`src/spts_pkg.sv`:
```
// Shared types, constants and the quarter-wave sine function of the
// stereo panned tone sequencer. Used by spts_ctrl, spts_datapath and the top level.
package spts_pkg;

  localparam int DEF_POINT_DEPTH    = 32;
  localparam int DEF_PHASE_BITS     = 32;
  localparam int DEF_SINE_ADDR_BITS = 10;

  localparam logic FUNC_LOAD = 1'b0;
  localparam logic FUNC_TICK = 1'b1;

  localparam logic REG_SAMPLES_PER_STEP = 1'b0;
  localparam logic REG_POINT_COUNT      = 1'b1;

  localparam logic [15:0] SPS_RESET = 16'd11025;

  localparam logic [15:0] VALUE_MIN  = 16'd2560;
  localparam logic [15:0] VALUE_MAX  = 16'd25600;
  localparam logic [15:0] VALUE_BIAS = 16'd3200;

  // The increment is (value + 3200) * 2^(PHASE_BITS-6) / 19845, rounded.
  localparam logic [63:0] INC_DIV     = 64'd19845;
  localparam int          RECIP_SHIFT = 45;
  localparam logic [30:0] RECIP       = 31'((64'd1 << RECIP_SHIFT) / INC_DIV);

  localparam logic [63:0] HALF_PI_Q30 = 64'd1686629713;
  localparam logic [63:0] ONE_Q30     = 64'd1 << 30;

  typedef struct packed {
    logic load_write;
    logic tick_start;
    logic emit;
  } cmd_t;

  typedef struct packed {
    logic done_now;
    logic out_free;
  } status_t;

  // Magnitude of the sine at quarter-wave step m, unsigned Q0.15, from an
  // eleventh-order Taylor series in Q30.
  function automatic logic [14:0] sine_mag(input int unsigned m, input int unsigned qbits);
    logic [63:0] x;
    logic [63:0] x2;
    logic [63:0] t;
    logic [63:0] s;
    logic [63:0] r;
    x  = (64'(m) * HALF_PI_Q30) >> qbits;
    x2 = (x * x) >> 30;
    t  = ONE_Q30;
    t  = ONE_Q30 - ((x2 * t) >> 30) / 64'd110;
    t  = ONE_Q30 - ((x2 * t) >> 30) / 64'd72;
    t  = ONE_Q30 - ((x2 * t) >> 30) / 64'd42;
    t  = ONE_Q30 - ((x2 * t) >> 30) / 64'd20;
    t  = ONE_Q30 - ((x2 * t) >> 30) / 64'd6;
    s  = (x * t) >> 30;
    r  = (s + 64'd16384) >> 15;
    if (r > 64'd32767) begin
      r = 64'd32767;
    end
    return r[14:0];
  endfunction

endpackage

```
`src/spts_ctrl.sv`:
```
// Sequencer of the stereo panned tone sequencer: item handshake and the
// per-tick step order. Depends on spts_pkg.
module spts_ctrl (
  input  logic               clk,
  input  logic               rst,
  input  logic               item_valid,
  input  logic               func,
  output logic               item_stall,
  input  spts_pkg::status_t  status,
  output spts_pkg::cmd_t     cmd
);

  typedef enum logic [2:0] {
    ST_IDLE,
    ST_CLAMP,
    ST_MUL_A,
    ST_MUL_B,
    ST_MUL_C,
    ST_ROUND,
    ST_EMIT
  } state_t;

  state_t state;
  logic   accept;

  assign accept         = (state == ST_IDLE) && item_valid;
  assign item_stall     = (state != ST_IDLE);
  assign cmd.load_write = accept && (func == spts_pkg::FUNC_LOAD);
  assign cmd.tick_start = accept && (func == spts_pkg::FUNC_TICK);
  assign cmd.emit       = (state == ST_EMIT) && status.out_free;

  always_ff @(posedge clk) begin
    if (rst) begin
      state <= ST_IDLE;
    end else begin
      case (state)
        ST_IDLE: begin
          if (cmd.tick_start) begin
            state <= status.done_now ? ST_EMIT : ST_CLAMP;
          end
        end
        ST_CLAMP: state <= ST_MUL_A;
        ST_MUL_A: state <= ST_MUL_B;
        ST_MUL_B: state <= ST_MUL_C;
        ST_MUL_C: state <= ST_ROUND;
        ST_ROUND: state <= ST_EMIT;
        ST_EMIT: begin
          if (status.out_free) begin
            state <= ST_IDLE;
          end
        end
        default: state <= ST_IDLE;
      endcase
    end
  end

  a_tick_blocks_next: assert property (@(posedge clk) disable iff (rst)
    cmd.tick_start |=> item_stall)
    else $error("a new item was taken right after a tick");

endmodule

```
`config.mk`:
```
export PLATFORM = sky130hd
export DESIGN_NAME = spts_ctrl
export DESIGN_NICKNAME = d
export VERILOG_FILES = /design/src/spts_pkg.sv /design/src/spts_ctrl.sv
export SDC_FILE = /design/constraint.sdc
export NUM_CORES = 1
export LEC_CHECK = 0
export BUFFER_PORTS_ARGS = -buffer_cell sky130_fd_sc_hd__buf_2
export CAP_MARGIN = 30
export CORE_AREA = 2 2 39 41
export CTS_CLUSTER_SIZE = 10
export DETAILED_ROUTE_END_ITERATION = 16
export DIE_AREA = 0 0 41 43
export PLACE_DENSITY = 0.44
export SLEW_MARGIN = 40
export SYNTH_ARGS = -nofsm -noshare
export SYNTH_HDL_FRONTEND = slang
export SYNTH_SLANG_ARGS = --single-unit
export TNS_END_PERCENT = 1
```
`constraint.sdc`:
```
create_clock -name clk -period 1.1 [get_ports clk]
set_clock_uncertainty 0.15 [all_clocks]
set_input_delay 0.165 -clock clk [delete_from_list [all_inputs] [get_ports clk]]
set_output_delay 0.165 -clock clk [all_outputs]
set_load 0.02 [all_outputs]
```
After elaboration in Yosys (flattened, before gate mapping). Cells that the tools add are included.

Register bits after elaboration: 3. Input bits: 6. Output and inout port bits: 4. Word-level logic and storage cells: 21.

Equal/unequal tests: 8. Muxes and demuxes: 4. Bitwise operators: 1. Reduce and logical (&&, ||, !) cells: 7.

Operators by type and width (number): 3-bit case mux with 7 select lines (1); 3-bit equality test (second input constant) (3); 3-bit 2-to-1 mux (3); 3-bit by 2-bit equality test with 1-bit output (second input constant) (2); 1-bit logical AND (4); 2-bit != test (second input constant) (2); 3-bit by 1-bit equality test with 1-bit output (second input constant) (1); 3-bit zero test (1); 3-bit nonzero test (1); 2-bit AND reduction (1); 1-bit inverter (1).

Longest topological paths before layout.
Depth in word-level cells: 5. Mapped depth: 4. Depth with buffers taken out: 3.

Worst setup path after synthesis. Ideal clock, no wire load.

Kind: register to output. Start: register state[1]. End: output port cmd[2] (netlist bit). Arrival: 1.165 ns. Required time: 0.785 ns. Slack: -0.380 ns. Stages on the path, launching flop included: 4. Path buffers: 1. Cells stage by stage: dfxtp_1 > buf_2 > or3_4 > nor3b_2.

RTL lines: start: declaration (RTL line spts_ctrl.sv:23) `state_t state;`; start signal: assignment (RTL line spts_ctrl.sv:39) `state <= status.done_now ? ST_EMIT : ST_CLAMP;`; end: declaration (RTL line spts_ctrl.sv:10) `output spts_pkg::cmd_t cmd`.

==> flow_metrics.py <==
metrics = {
    "synth": {
        "synth_edf_count": 0,
        "yosys-top-cells-count": "dfxtp_1, nor2_1, o21a_1",
        "synth_compound_area_frac": 0.344,
        "synth_warnings": 0,
        "seq_area_frac_synth": 0.294,
        "synthXorXnorAreaFrac": 0.0429,
        "syn_area_um2": 204,
        "synthArstFlopShare": 0,
        "netlist_top_cells_area": "dfxtp_1, a2111oi_2, a221oi_2",
        "syn_inst": 22,
        "synth_top_area_cell": "dfxtp_1",
        "synthSimpleGateAreaFrac": 0.276,
        "synth_nets": 28,
        "synth_fa_ha_area_frac": 0,
        "ys_ff_latch": 3,
        "synth.distinct_cells": 17,
        "synth_top_area_share": 0.294,
        "synth_top_family_by_area": "compound AO/OA/AOI/OAI gates",
        "ys.flop_type": "dfxtp_1",
        "yosys-mux-area-fraction": 0,
        "synth.avg_cell_area_um2": 9.27,
    },
    "pwr": {
        "power.leakage_nw": 0.151,
        "powerDensity_mw_per_mm2": 1930,
        "irDropWorstVdd_uv": 660,
    },
    "sta": {
        "worst_slew_pin_slew_ns": 0.254,
        "min_period_ns": 1.59,
        "slew-limit-headroom": 0.830,
        "grt_setup_unrepaired": "true",
        "finalHoldViolCount": 0,
        "hold_slack_ns": 0.0456,
        "max_freq_mhz": 629,
        "period_share": 1.45,
        "report.final.slew_viol_count": 0,
        "setup_viol": 7,
        "timing.final.ws_setup_ns": -0.490,
    },
    "clocking": {
        "cts-root-buf": "clkbuf_4",
        "cts-htree-levels": 1,
        "cts_tree": "yes",
        "postCtsSetupRepairBufs": 0,
        "clk_pin_slew_ns": 0.04,
        "cts_made_buffers": 3,
        "clkSinkCount": 3,
        "clock_latency_ns": 0.23,
        "clockBufferDepth": 2,
    },
    "die": {
        "die_area_mm2": 0.00176,
        "die_h_um": 43,
        "rows": 14,
        "start_util": 0.147,
        "core_mm2": 0.00138,
        "fp.dieW_um": 41,
        "pin_count": 10,
    },
    "worst_setup_path": {
        "crit_end": "cmd[2]",
        "path_max_fanout": 3,
        "reg2reg_to": "state[1]",
        "critPathMaxStageDelay_ns": 0.41,
        "critPathKind": "flop to output pin",
        "crit_required_ns": 0.78,
        "reg2reg_depth": 4,
        "cp.arrival_ns": 1.27,
        "slowest_stage": "or3_4",
        "cp_cell_sequence": "or3_4, nor3b_4, buf_6",
        "startpoint_type": "flop",
        "crit_start": "state[1]",
        "timing.reg2reg.setup_slack_ns": -0.05,
        "cp-end-kind": "output pin",
        "r2r_start": "state[1]",
    },
    "min_path": {
        "min_path_cells": 3,
        "hp-class": "input port to flop",
    },
    "routing": {
        "drt_wl_total_um": 493,
        "first_pass_iters": 1,
        "drt_iter0_drc": 0,
        "avgViaCountPerCell": 3.87,
        "post_drt_wl_per_cell_um": 8.96,
        "vias": 213,
        "drc": 0,
        "drtAntennaViolNets": 0,
    },
    "layout": {
        "fillers": 139,
        "area_growth_pct": 82.2,
        "antennaDiodeCount": 0,
        "fin_nets": 46,
        "regMostFlops": "state",
        "utilization": 0.269,
        "layout-drive-gt1-share": 0.667,
        "largest_reg_flops": 3,
        "largestRegisters": "state x3",
    },
    "global_routing": {
        "gr-total-overflow": 0,
        "grt_usage": 0.0693,
        "grt_first_pass_wirelength_um": 772,
        "grt_max_degree": 9,
        "antenna_found_initial": 0,
        "grt_pass1_vias": 209,
    },
    "status": {
        "status": "finished with violations",
        "violations": "negative setup slack",
    },
    "flow_run": {
        "drv_cap": 0,
    },
    "place": {
        "gp_congestion": 0.618,
        "hpwl_um": 372,
        "port_buffers": 9,
    },
}
-- how the worst min path moves through the flow --
stage                     to  from
global placement    state[2]   rst
CTS                 state[1]   rst
detailed placement  state[2]   rst
global route        state[1]   rst
floorplan           state[2]   rst
finish              state[1]   rst
-- per-layer routing --
metal	up-vias	wire (um)	global-route usage
met1	84	245	0.0836
met5	-	0	0
met2	10	200	0.0875
met3	0	47	0.0157
met4	0	0	0.0800
li1	119	-	-
-- kinds of logic (layout without fill, tap and decap cells) --
group                  count (synthesis)  count (layout)
AO/OA/AOI/OAI                          8               8
XOR/XNOR                               1               1
buffers and inverters                  2              19
flip-flops                             3               3
AND/OR/NAND/NOR                        8               8
-- metrics by stage --
step | std cells | setup WS [ns] | instance area, um2 | power (mW) | setup TNS (ns)
after global routing | 55 | -0.553 | 372 | 0.790 | -2.06
after floorplan | 22 | -0.332 | 213 | 0.388 | -0.668
after global placement | 50 | -0.253 | 303 | 0.491 | -0.763
after detailed placement | 50 | -0.266 | 303 | 0.490 | -0.779
after CTS | 55 | -0.499 | 367 | 0.726 | -1.76
final | 55 | -0.490 | 372 | 0.719 | -1.63
-- repair_timing --
item,in CTS,in global routing
endpoints found under the setup margin,7,7
resized for setup,9,2
gates cloned,0,0
pin swaps,2,1
endpoints found under the hold margin,2,0
hold buffers,1,0
-- worst max-delay path, delay by kind of cell (launching register included) --
family        cells  cell delay, ns
simple gates      2            0.60
flops             1            0.31
buf+inv           1            0.14
-- report_power, final --
group          internal (mW)  switching (mW)  total [mW]
sequential             0.140          0.0148       0.155
clock                  0.136          0.0553       0.191
combinational          0.188           0.185       0.373
total                  0.463           0.255       0.719
-- area by class of cell --
type / count / area [um2] / area share
clock buffer: 4 / 26.3 / 0.0707
multi-input combinational: 17 / 148 / 0.397
inverter: 1 / 3.75 / 0.0101
timing repair buffer: 14 / 111 / 0.300
tap: 16 / 20.0 / 0.0539
sequential: 3 / 62.6 / 0.168
-- placed cells by master (no fill, tap or decap), types with 2 or more instances in the layout --
master    synthesis  layout
buf_2             1       6
buf_6             0       5
clkbuf_4          0       3
o21a_1            2       2
nor2_1            3       2
buf_4             0       2
dfxtp_2           0       2
No activity file was read; power rests on OpenSTA's default activity.
